File: config.mk
export PLATFORM = sky130hd
export DESIGN_NAME = kq_ctrl
export DESIGN_NICKNAME = d
export VERILOG_FILES = /design/src/rtl/kq_pkg.sv /design/src/rtl/kq_ctrl.sv
export SDC_FILE = /design/constraint.sdc
export NUM_CORES = 1
export LEC_CHECK = 0
export ABC_AREA = 0
export BUFFER_PORTS_ARGS = -buffer_cell sky130_fd_sc_hd__clkbuf_2
export CAP_MARGIN = 30
export CORE_MARGIN = 2
export CORE_UTILIZATION = 40
export CTS_CLUSTER_SIZE = 14
export DETAILED_ROUTE_END_ITERATION = 7
export GPL_ROUTABILITY_DRIVEN = 0
export HOLD_SLACK_MARGIN = 0.12
export PLACE_DENSITY = 0.75
export SYNTH_ARGS = -nofsm -noshare
export SYNTH_HDL_FRONTEND = slang
export SYNTH_SLANG_ARGS = --single-unit
File: constraint.sdc
create_clock -name aclk -period 2.2 [get_ports aclk]
set_input_delay 0.44 -clock aclk [delete_from_list [all_inputs] [get_ports aclk]]
set_output_delay 0.44 -clock aclk [all_outputs]
set_load 0.05 [all_outputs]
File: src/rtl/kq_pkg.sv
`default_nettype none
// ----------------------------------------------------------------------------
// kq_pkg
// Shared types, constants and float helpers for the K-quant dot product block.
// ----------------------------------------------------------------------------
package kq_pkg;

    localparam int GROUPS = 16;
    localparam int CHUNKS = 16;
    localparam int PS_W = 17;
    localparam int AS_W = 13;

    localparam logic [0:0] ACTION_HEADER = 1'b0;
    localparam logic [0:0] ACTION_CHUNK  = 1'b1;
    localparam logic [0:0] ADDR_WEIGHT_FORMAT = 1'b0;

    // Fold float steps, issued in this order.
    localparam logic [2:0] FSEL_DSUMI  = 3'd0;
    localparam logic [2:0] FSEL_MSUMM  = 3'd1;
    localparam logic [2:0] FSEL_SUB    = 3'd2;
    localparam logic [2:0] FSEL_ASCALE = 3'd3;
    localparam logic [2:0] FSEL_ACC    = 3'd4;

    typedef struct packed {
        logic        action;
        logic [15:0] weight_scale;
        logic [15:0] min_scale;
        logic [31:0] act_scale;
        logic [63:0] scale_bytes_lo;
        logic [31:0] scale_bytes_hi;
        logic [63:0] nibble_bytes;
        logic [63:0] high_bit_bytes;
        logic [63:0] act_low;
        logic [63:0] act_high;
        logic        end_of_row;
    } in_item_t;

    typedef struct packed {
        logic [31:0] dot_value;
        logic [15:0] blocks_summed;
    } out_item_t;

    // Floating-point sequencer opcodes.
    typedef enum logic [2:0] {
        FOP_MUL,
        FOP_SUB,
        FOP_ADD
    } fop_t;

    // Controller to datapath commands.
    typedef struct packed {
        logic load_header;
        logic lane_chunk;
        logic clear_block;
        logic fold_start;
        logic [3:0] fold_idx;
        logic fold_acc_int;
        logic fp_start;
        logic [2:0] fp_sel;
        logic emit;
        logic clear_row;
        logic count_block;
    } kq_cmd_t;

    typedef struct packed {
        logic [3:0] chunk_index;
        logic       fp_done;
    } kq_status_t;

    function automatic logic [31:0] half_to_single(input logic [15:0] h);
        logic [4:0]  ex;
        logic [9:0]  man;
        logic [31:0] r;
        logic [4:0]  lz;
        logic [9:0]  m;
        ex = h[14:10];
        man = h[9:0];
        r = '0;
        lz = '0;
        m = '0;
        if (ex == 5'd0) begin
            if (man == 10'd0) begin
                r = {h[15], 31'd0};
            end else begin
                for (int k = 9; k >= 0; k--) begin
                    if (man[k] && lz == 5'd0) begin
                        lz = 5'(10 - k);
                    end
                end
                m = 10'(man << lz);
                r = {h[15], 8'(8'd113 - 8'(lz)), m, 13'd0};
            end
        end else if (ex == 5'd31) begin
            r = {h[15], 8'hFF, man, 13'd0};
        end else begin
            r = {h[15], 8'(8'(ex) + 8'd112), man, 13'd0};
        end
        return r;
    endfunction

    // Int to float conversion with round to nearest even, 32-bit signed input.
    function automatic logic [31:0] int_to_single(input logic signed [31:0] v);
        logic        s;
        logic [31:0] a;
        logic [5:0]  msb;
        logic [31:0] n;
        logic [23:0] mant;
        logic        g;
        logic        st;
        logic [24:0] rm;
        logic [7:0]  e;
        s = v[31];
        a = s ? 32'(-v) : 32'(v);
        msb = '0;
        for (int k = 0; k < 32; k++) begin
            if (a[k]) begin
                msb = 6'(k);
            end
        end
        n = a << (6'd31 - msb);
        mant = n[31:8];
        g = n[7];
        st = |n[6:0];
        rm = {1'b0, mant} + 25'(g && (st || mant[0]));
        e = 8'(8'd127 + 8'(msb));
        if (rm[24]) begin
            e = e + 8'd1;
            rm = rm >> 1;
        end
        if (a == 32'd0) begin
            return 32'd0;
        end
        return {s, e, rm[22:0]};
    endfunction

endpackage
`default_nettype wire

File: src/rtl/kq_ctrl.sv
`default_nettype none
// ----------------------------------------------------------------------------
// kq_ctrl
// Sequencer for chunk intake, block fold and result hand-off.
// ----------------------------------------------------------------------------
module kq_ctrl (
    input  wire logic          aclk,
    input  wire logic          aresetn,
    input  wire logic          in_valid,
    output logic               in_ready,
    input  wire logic          in_action,
    input  wire logic          in_eor,
    output logic               out_valid,
    input  wire logic          out_ready,
    output kq_pkg::kq_cmd_t    cmd,
    input  wire kq_pkg::kq_status_t status
);
    import kq_pkg::*;

    typedef enum logic [2:0] {
        S_RUN,
        S_INT,
        S_FP_ISSUE,
        S_FP_WAIT,
        S_EMIT,
        S_HOLD
    } state_t;

    state_t     state_reg;
    logic [3:0] idx_reg;
    logic [2:0] fp_reg;
    logic       eor_reg;
    logic       ov_reg;
    logic       take;

    assign in_ready = (state_reg == S_RUN) && !ov_reg;
    assign take = in_valid && in_ready;
    assign out_valid = ov_reg;

    always_comb begin
        cmd = '0;
        cmd.fold_idx = idx_reg;
        cmd.fp_sel = fp_reg;
        case (state_reg)
            S_RUN: begin
                if (take) begin
                    if (in_action == ACTION_HEADER) begin
                        cmd.load_header = 1'b1;
                        cmd.clear_block = 1'b1;
                    end else begin
                        cmd.lane_chunk = 1'b1;
                        cmd.fold_start = 1'b1;
                    end
                end
            end
            S_INT: cmd.fold_acc_int = 1'b1;
            S_FP_ISSUE: cmd.fp_start = 1'b1;
            S_EMIT: begin
                cmd.emit = eor_reg;
                cmd.clear_row = eor_reg;
                cmd.clear_block = 1'b1;
            end
            default: ;
        endcase
        if (state_reg == S_FP_WAIT && status.fp_done && fp_reg == FSEL_ACC) begin
            cmd.count_block = 1'b1;
        end
    end

    always_ff @(posedge aclk) begin
        if (!aresetn) begin
            state_reg <= S_RUN;
            idx_reg <= '0;
            fp_reg <= FSEL_DSUMI;
            eor_reg <= 1'b0;
            ov_reg <= 1'b0;
        end else begin
            if (ov_reg && out_ready) begin
                ov_reg <= 1'b0;
            end
            case (state_reg)
                S_RUN: begin
                    if (take && in_action == ACTION_CHUNK) begin
                        eor_reg <= in_eor;
                        idx_reg <= '0;
                        if (status.chunk_index == 4'(CHUNKS - 1)) begin
                            state_reg <= S_INT;
                        end else if (in_eor) begin
                            state_reg <= S_EMIT;
                        end
                    end
                end
                S_INT: begin
                    idx_reg <= idx_reg + 4'd1;
                    if (idx_reg == 4'd7) begin
                        fp_reg <= FSEL_DSUMI;
                        state_reg <= S_FP_ISSUE;
                    end
                end
                S_FP_ISSUE: state_reg <= S_FP_WAIT;
                S_FP_WAIT: begin
                    if (status.fp_done) begin
                        if (fp_reg == FSEL_ACC) begin
                            state_reg <= S_EMIT;
                        end else begin
                            fp_reg <= fp_reg + 3'd1;
                            state_reg <= S_FP_ISSUE;
                        end
                    end
                end
                S_EMIT: begin
                    if (eor_reg) begin
                        ov_reg <= 1'b1;
                    end
                    state_reg <= S_RUN;
                end
                default: state_reg <= S_RUN;
            endcase
        end
    end
endmodule
`default_nettype wire

# Word level (Yosys, flattened, before mapping)
# Index checks and enable logic that the tools add are counted.
[word_totals]
ff_bits = 12
latch_bits = 0
ram_bits = 0
mem_bits_ro = 0
input_bits = 11
n_memories = 0
[op_classes]
addsub = 2
n_mul = 0
n_div = 0
magnitude_cmp = 0
n_eq_ne = 12
shift = 0
mux = 26
n_bitwise = 0
n_reduce_logical = 14
[op_table]
columns = ["op", "count"]
rows = [
  ["$mux 3", 9],
  ["$pmux 3 s4", 1],
  ["$mux 1", 9],
  ["$mux 4", 2],
  ["$pmux 4 s2", 1],
  ["$reduce_and 4->1", 2],
  ["$eq 3x2->1 const B", 2],
  ["$eq 3x3->1 const B", 2],
  ["$logic_and 1x1->1", 6],
  ["$ne 2x2->1 const B", 3],
  ["$pmux 3 s2", 1],
  ["$add 4x1->4 const B", 1],
  ["$eq 4x3->1 const B", 1],
  ["$eq 4x4->1 const B", 1],
  ["$mux 2", 2],
  ["$reduce_and 2->1", 2],
  ["$reduce_bool 2->1", 2],
  ["$add 3x1->3 const B", 1],
  ["$eq 3x1->1 const B", 1],
  ["$logic_not 3->1", 1],
  ["$ne 3x2->1 const B", 1],
  ["$ne 2x1->1 const B", 1],
  ["$pmux 1 s2", 1],
  ["$logic_not 1->1", 1],
]

# Longest topological paths before layout
# Gate-level depths: netlist of run 1.
[logic_depth]
depth_word = 6
depth_mapped = 6

# Least setup slack after synthesis of run 1
# No wires, ideal clock.
[synth_timing]
path_type = "reg-to-output"
from = "register ov_reg (netlist: out_valid)"
to = "output cmd[14] in the netlist's numbering"
arrival_time_ns = 2.455
required_time_ns = 1.760
path_slack_ns = -0.695
stages_incl_launch_ff = 5
path_buffers = 1
cell_sequence = "dfxtp_1 > nor4_2 > nand3_1 > inv_1 > buf_4"
[synth_lines]
columns = ["element", "line", "rtl"]
rows = [
  ["start, declared", "kq_ctrl.sv:33", "logic ov_reg;"],
  ["start signal, assigned", "kq_ctrl.sv:76", "ov_reg <= 1'b0;"],
  ["start signal, assigned", "kq_ctrl.sv:79", "ov_reg <= 1'b0;"],
  ["start signal, assigned", "kq_ctrl.sv:113", "ov_reg <= 1'b1;"],
  ["end, declared", "kq_ctrl.sv:15", "output kq_pkg::kq_cmd_t cmd,"],
]

==> results.toml, run 1 <==
[logic_synthesis]
synth_area_um2 = 743
syn_nets = 102
ys_types = 35
netlist_instances = 88
ys_warn_count = 0
yosys_register_bits = 12
avgSynthCellArea_um2 = 8.45
synth_top_area_share_pct = 32.3
ys_top_cells_by_area = "dfxtp_1 32%, ha_1 5.1%, nand2_1 5.1%"
yosys.area.top_type = "dfxtp_1"
synth_seq_area_share_pct = 32.3

[sta]
tightest_slew_ns = 0.413
finalSetupViolations = 0
fin_crit_sh_pct = 92.7
slew_headroom_pct = 72.4
skew_ns = 0.00600
fmax_mhz = 491
min_period_ns = 2.04
hold_viol = 0
slew_viol_final = 0
rsz0062_at_grt = "no"

[detailed_routing]
detail-route-antenna-nets = 0
wl_um = 1760
dr.pass1.iters = 4
first_iter_violations = 14
vias = 742
avgRoutedWirePerCell_um = 12.5
vias_per_cell = 5.26
drcViolationCount = 0

[cells_and_area]
layout-drive-gt1-share_pct = 37.1
utilization_pct = 54.2
fin_nets = 131
largest_register_ffs = 4
nFillCells = 182
area_growth_pct = 27.3
instances_no_fill = 141
n_antenna_cell = 0

[clock_network]
cts_setup_buffers = 0
post_cts_resized = 0
cts_tree = "yes"
clk_latency_ns = 0.28
cts_buffer_depth = 2
cts_sinks = 12
htreeDepth = 1
numCtsBuffers = 3
ctsHoldBuffers = 0
clk_pin_slew_ns = 0.09
cts_root_buf = "clkbuf_4"

[worst_setup_path]
cp-start-kind = "register"
worst-path-max-fanout = 10
crit_required_ns = 1.76
worstPathArrival_ns = 1.60
critical_path_class = "register to primary output"
end_kind = "primary output"

[run_status]
status = "finished, final reports clean"

[pwr]
p_seq_share_pct = 47.8
p_switching_uw = 124
p_int_uw = 339
clkPwrFrac_pct = 39.6
swShare_pct = 26.8
irDropWorstVdd_mv = 0.268
leakage_uw = 0.000393
combPwrFrac_pct = 12.6
cellPowerDensity_nw_per_um2 = 489

[floorplanning]
die-height_um = 47.1
rows = 15
core_area_um2 = 1750
dieArea_um2 = 2220
start_util_pct = 42.6
die_x_um = 47.1
pin_count = 29

[place]
dp_hpwl_um = 1320
dp.cells = 137
portBuffers = 28

[global_route]
grt_pass1_wl_um = 2900
grt_max_degree = 13
grtUsageTotal_pct = 18.7
grt_overflow = 0
antenna_found_initial = 0
grt_pass1_vias = 692

[job]
maxCapViolCount = 0

[worst_hold_path]
hold_class = "primary input to register"
-- stage by stage --
| stage | instance area [um^2] | setup slack, ns | hold slack, ns | total power [uW] | TNS, ns |
|---|---|---|---|---|---|
| 5_1_grt | 946 | 0.0485 | 0.470 | 480 | 0 |
| 4_1_cts | 938 | 0.0488 | 0.456 | 466 | 0 |
| 6_report | 946 | 0.162 | 0.461 | 463 | 0 |
| 3_5_place_dp | 902 | 0.358 | 0.482 | 283 | 0 |
| 3_3_place_gp | 902 | 0.456 | 0.474 | 282 | 0 |
| 2_1_floorplan | 761 | -0.206 | 0.477 | 265 | -0.206 |
-- synthesized netlist by cell type --
cell type	count
a31oi_1	2
buf_4	4
o21a_1	2
clkbuf_1	1
o211ai_1	1
a21boi_1	1
buf_6	1
o2111ai_1	1
a31oi_4	1
o21ai_1	3
a22oi_1	1
o21ai_0	4
inv_1	5
nand2_1	10
inv_2	1
dfxtp_1	12
a21oi_1	3
o31ai_1	1
nand4_1	3
nor4_2	1
ha_1	3
nand2b_4	1
o41ai_1	1
and3_1	2
nor3b_1	2
nor2b_1	4
mux2i_1	2
or4_1	1
nor3b_2	1
nor2_1	4
and4bb_4	1
or3_1	1
nand3_1	3
a221oi_1	1
nor3_1	3
-- layout by cell type, fill, tap and decap left out, drive strengths merged, types with 2 or more instances in the layout --
master	Yosys	final
nor2	4	4
mux2i	2	2
and3	2	2
nand4	3	3
o21a	2	2
clkbuf	1	31
a31oi	3	3
ha	3	3
nor2b	4	4
buf	5	3
inv	6	5
nand3	3	3
nand2	10	10
dfxtp	12	12
nor3b	3	3
o21ai	7	7
nor3	3	3
a21oi	3	3
-- metal layers --
metal / routed length (um) / vias to the layer above / global-route usage [%] / share of wire (%)
li1: - / 374 / - / -
met1: 830 / 343 / 23.7 / 47
met2: 818 / 21 / 29.9 / 46
met3: 80 / 4 / 3.46 / 4.5
met4: 31 / 0 / 10.0 / 1.8
met5: 0 / - / 0 / 0
-- final timing paths --
kind	startpoint	to	slack, ns	depth (start not counted)
worst min-delay path	in_eor	eor_reg$_SDFFE_PN0P_	0.46	3
worst max-delay path	state_reg[0]$_SDFFE_PN0P_	cmd[14]	0.16	4
worst max register to register	fp_reg[0]$_SDFFE_PN0P_	fp_reg[0]$_SDFFE_PN0P_	0.58	6
worst min register to register	idx_reg[1]$_SDFFE_PN0P_	idx_reg[1]$_SDFFE_PN0P_	0.50	2
-- kinds of logic (layout without fill, tap and decap cells) --
| kind of cell | after synthesis | count (layout) | share of synthesized area [%] |
|---|---|---|---|
| fa+ha+maj | 3 | 3 | 5.05 |
| compound gates | 22 | 22 | 20.9 |
| mux | 2 | 2 | 2.69 |
| buf+inv | 12 | 40 | 9.09 |
| flops | 12 | 12 | 32.3 |
| simple gates | 37 | 37 | 30.0 |
-- power groups by stage --
stage	Clock, uW	Sequential, uW	Combinational, uW
6_report	183	221	58.3
3_5_place_dp	0	226	57.3
5_1_grt	196	222	62.7
4_1_cts	187	221	57.4
3_3_place_gp	0	226	56.0
2_1_floorplan	0	226	39.0
-- area by class of cell --
| type | count | area, um^2 | share of cell area (%) |
|---|---|---|---|
| Multi-Input combinational cell | 64 | 454 | 48.0 |
| Sequential cell | 12 | 240 | 25.4 |
| Timing Repair Buffer | 30 | 158 | 16.7 |
| Clock buffer | 4 | 36.3 | 3.84 |
| Tap cell | 25 | 31.3 | 3.31 |
| Inverter | 6 | 26.3 | 2.78 |
-- critical path: stages, from the launching register on --
cell and delay [ns]:
dfxtp_1 0.44, nor4_4 0.36, nand3_2 0.17, clkinvlp_4 0.10, buf_2 0.25
No activity file was read; power rests on OpenSTA's default activity.
==> inputs of run 2 (changes only) <==
--- a/config.mk
+++ b/config.mk
@@ -6,15 +6,15 @@
 export NUM_CORES = 1
 export LEC_CHECK = 0
 export ABC_AREA = 0
-export BUFFER_PORTS_ARGS = -buffer_cell sky130_fd_sc_hd__clkbuf_2
 export CAP_MARGIN = 30
 export CORE_MARGIN = 2
 export CORE_UTILIZATION = 40
 export CTS_CLUSTER_SIZE = 14
 export DETAILED_ROUTE_END_ITERATION = 7
+export DONT_BUFFER_PORTS = 1
 export GPL_ROUTABILITY_DRIVEN = 0
 export HOLD_SLACK_MARGIN = 0.12
-export PLACE_DENSITY = 0.75
+export PLACE_DENSITY = 0.61
 export SYNTH_ARGS = -nofsm -noshare
 export SYNTH_HDL_FRONTEND = slang
 export SYNTH_SLANG_ARGS = --single-unit
==> run 2 against run 1 <==
Worst setup slack worse by 0.050 ns; cell area decreased by 5.6%; wire length is 5.3% lower; count of clock-buffer cells in the layout did not move; worst hold slack worse by 0.20 ns; power is 2.4% lower; non-clock buffer count is 17 lower; combinational power fell by 25%; first-iteration DRC count down 21%; sequential cell count unchanged; die area unchanged; critical endpoint is now cmd[12].
==> results.toml, run 2 (synthesized netlist as in run 1, its figures left out) <==
[worst_setup_path]
critical_path_class = "register to primary output"
cp-start-kind = "register"
slowest_stage = "dfxtp_1"
critical_path.top_delay_family = "simple AND/OR/NAND/NOR gates"
end_kind = "primary output"
slowest_delay_ns = 0.49
crit_path_cell_trace = "nor4_4 -> nand3_1 -> clkinvlp_4 -> buf_12"
crit_required_ns = 1.76
worstPathArrival_ns = 1.65
worst-path-max-fanout = 13
worst-path-buf-inv = 2

[job]
maxCapViolCount = 0

[floorplanning]
rows = 15
die-height_um = 47.1
pin_count = 29
start_util_pct = 42.6
core_area_um2 = 1750
die_x_um = 47.1
dieArea_um2 = 2220

[sta]
skew_ns = 0.00213
slew_headroom_pct = 62.8
postLayoutSetupSlackWorst_ns = 0.112
min_period_ns = 2.09
slew_viol_final = 0
tightest_slew_ns = 0.558
fin_crit_sh_pct = 94.9
rsz0062_at_grt = "no"
fmax_mhz = 479
finalSetupViolations = 0
hold_viol = 0

[cells_and_area]
utilization_pct = 51.2
regArea_um2 = 240
mostFrequentLayoutCells = "12 x dfxtp_1, 12 x buf_4, 10 x nand2_1"
multiInputGateArea_um2 = 449
fin_nets = 114
nFillCells = 179
n_antenna_cell = 0
largest_register_ffs = 4
layout-drive-gt1-share_pct = 25.3
area_growth_pct = 20.2

[global_route]
grt_pass1_wl_um = 2590
grt_max_degree = 14
grt_pass1_vias = 610
grtUsageTotal_pct = 17.3
antenna_found_initial = 0
grt_overflow = 0

[worst_hold_path]
hold_class = "primary input to register"

[detailed_routing]
wl_um = 1670
detail-route-antenna-nets = 0
vias_per_cell = 5.38
avgRoutedWirePerCell_um = 13.5
first_iter_violations = 11
vias = 667
drcViolationCount = 0
dr.pass1.iters = 4

[clock_network]
cts_sinks = 12
cts_setup_buffers = 0
clk_pin_slew_ns = 0.08
numCtsBuffers = 3
cts_tree = "yes"
cts_root_buf = "clkbuf_4"
post_cts_resized = 0
htreeDepth = 1
ctsHoldBuffers = 0
cts_buffer_depth = 2
clk_latency_ns = 0.29

[pwr]
irDropWorstVdd_mv = 0.249
cellPowerDensity_nw_per_um2 = 506
leakage_uw = 0.000330

[run_status]
status = "finished, final reports clean"

[place]
dp_slack_ns = 0.432
portBuffers = 0
dp_hpwl_um = 1250
run 2: cell count changes in the layout (fill, tap and decap cells not counted):
| cell | change |
|---|---|
| nand3_1 | +1 |
| buf_4 | +10 |
| clkbuf_4 | -1 |
| buf_12 | +1 |
| buf_2 | -1 |
| clkbuf_2 | -26 |
| nand3_2 | -1 |
run 2: layout make-up:
type	instances	area share, %
timing repair buffer	13	12.3
clock buffer	4	4.06
tap	25	3.50
sequential	12	26.9
inverter	6	2.94
multi-input combinational	64	50.3
run 2: worst paths after layout:
| check | start | slack (ns) | end | cells past startpoint |
|---|---|---|---|---|
| min | aresetn | 0.26 | fp_reg[2]$_SDFFE_PN0P_ | 2 |
| max reg2reg | idx_reg[3]$_SDFFE_PN0P_ | 0.55 | fp_reg[0]$_SDFFE_PN0P_ | 4 |
| min reg2reg | eor_reg$_SDFFE_PN0P_ | 0.56 | eor_reg$_SDFFE_PN0P_ | 2 |
| max | state_reg[1]$_SDFFE_PN0P_ | 0.11 | cmd[12] | 4 |
run 2: worst register-to-register path, cell delays in order (launching register included):
cell and delay (ns):
dfxtp_1 0.50, and4bb_4 0.48, a31oi_4 0.06, or4_1 0.43
a21boi_1 0.12
run 2: metal layers:
metal / part of all wire (%) / global-route usage (%) / wire length, um / vias up
met5: 0 / 0 / 0 / -
met4: 2.8 / 12.2 / 47 / 0
met3: 7.5 / 4.62 / 126 / 5
met2: 46 / 27.1 / 768 / 22
met1: 43 / 20.5 / 726 / 297
li1: - / - / - / 343
run 2: per-stage QoR:
stage	instances	instance area [um^2]	power (uW)	setup TNS (ns)	hold WS, ns
after floorplan	88	761	265	-0.206	0.477
after global placement	120	857	270	0	0.527
after detailed placement	120	857	271	0	0.559
after CTS	124	893	456	0	0.258
after global routing	124	893	464	0	0.274
final	124	893	452	0	0.261
run 2: report_power, final:
part	switching, uW	internal, uW	total, uW
registers	2.59	219	221
clock network	85.5	101	186
logic	29.8	14.2	44.0
total	118	334	452
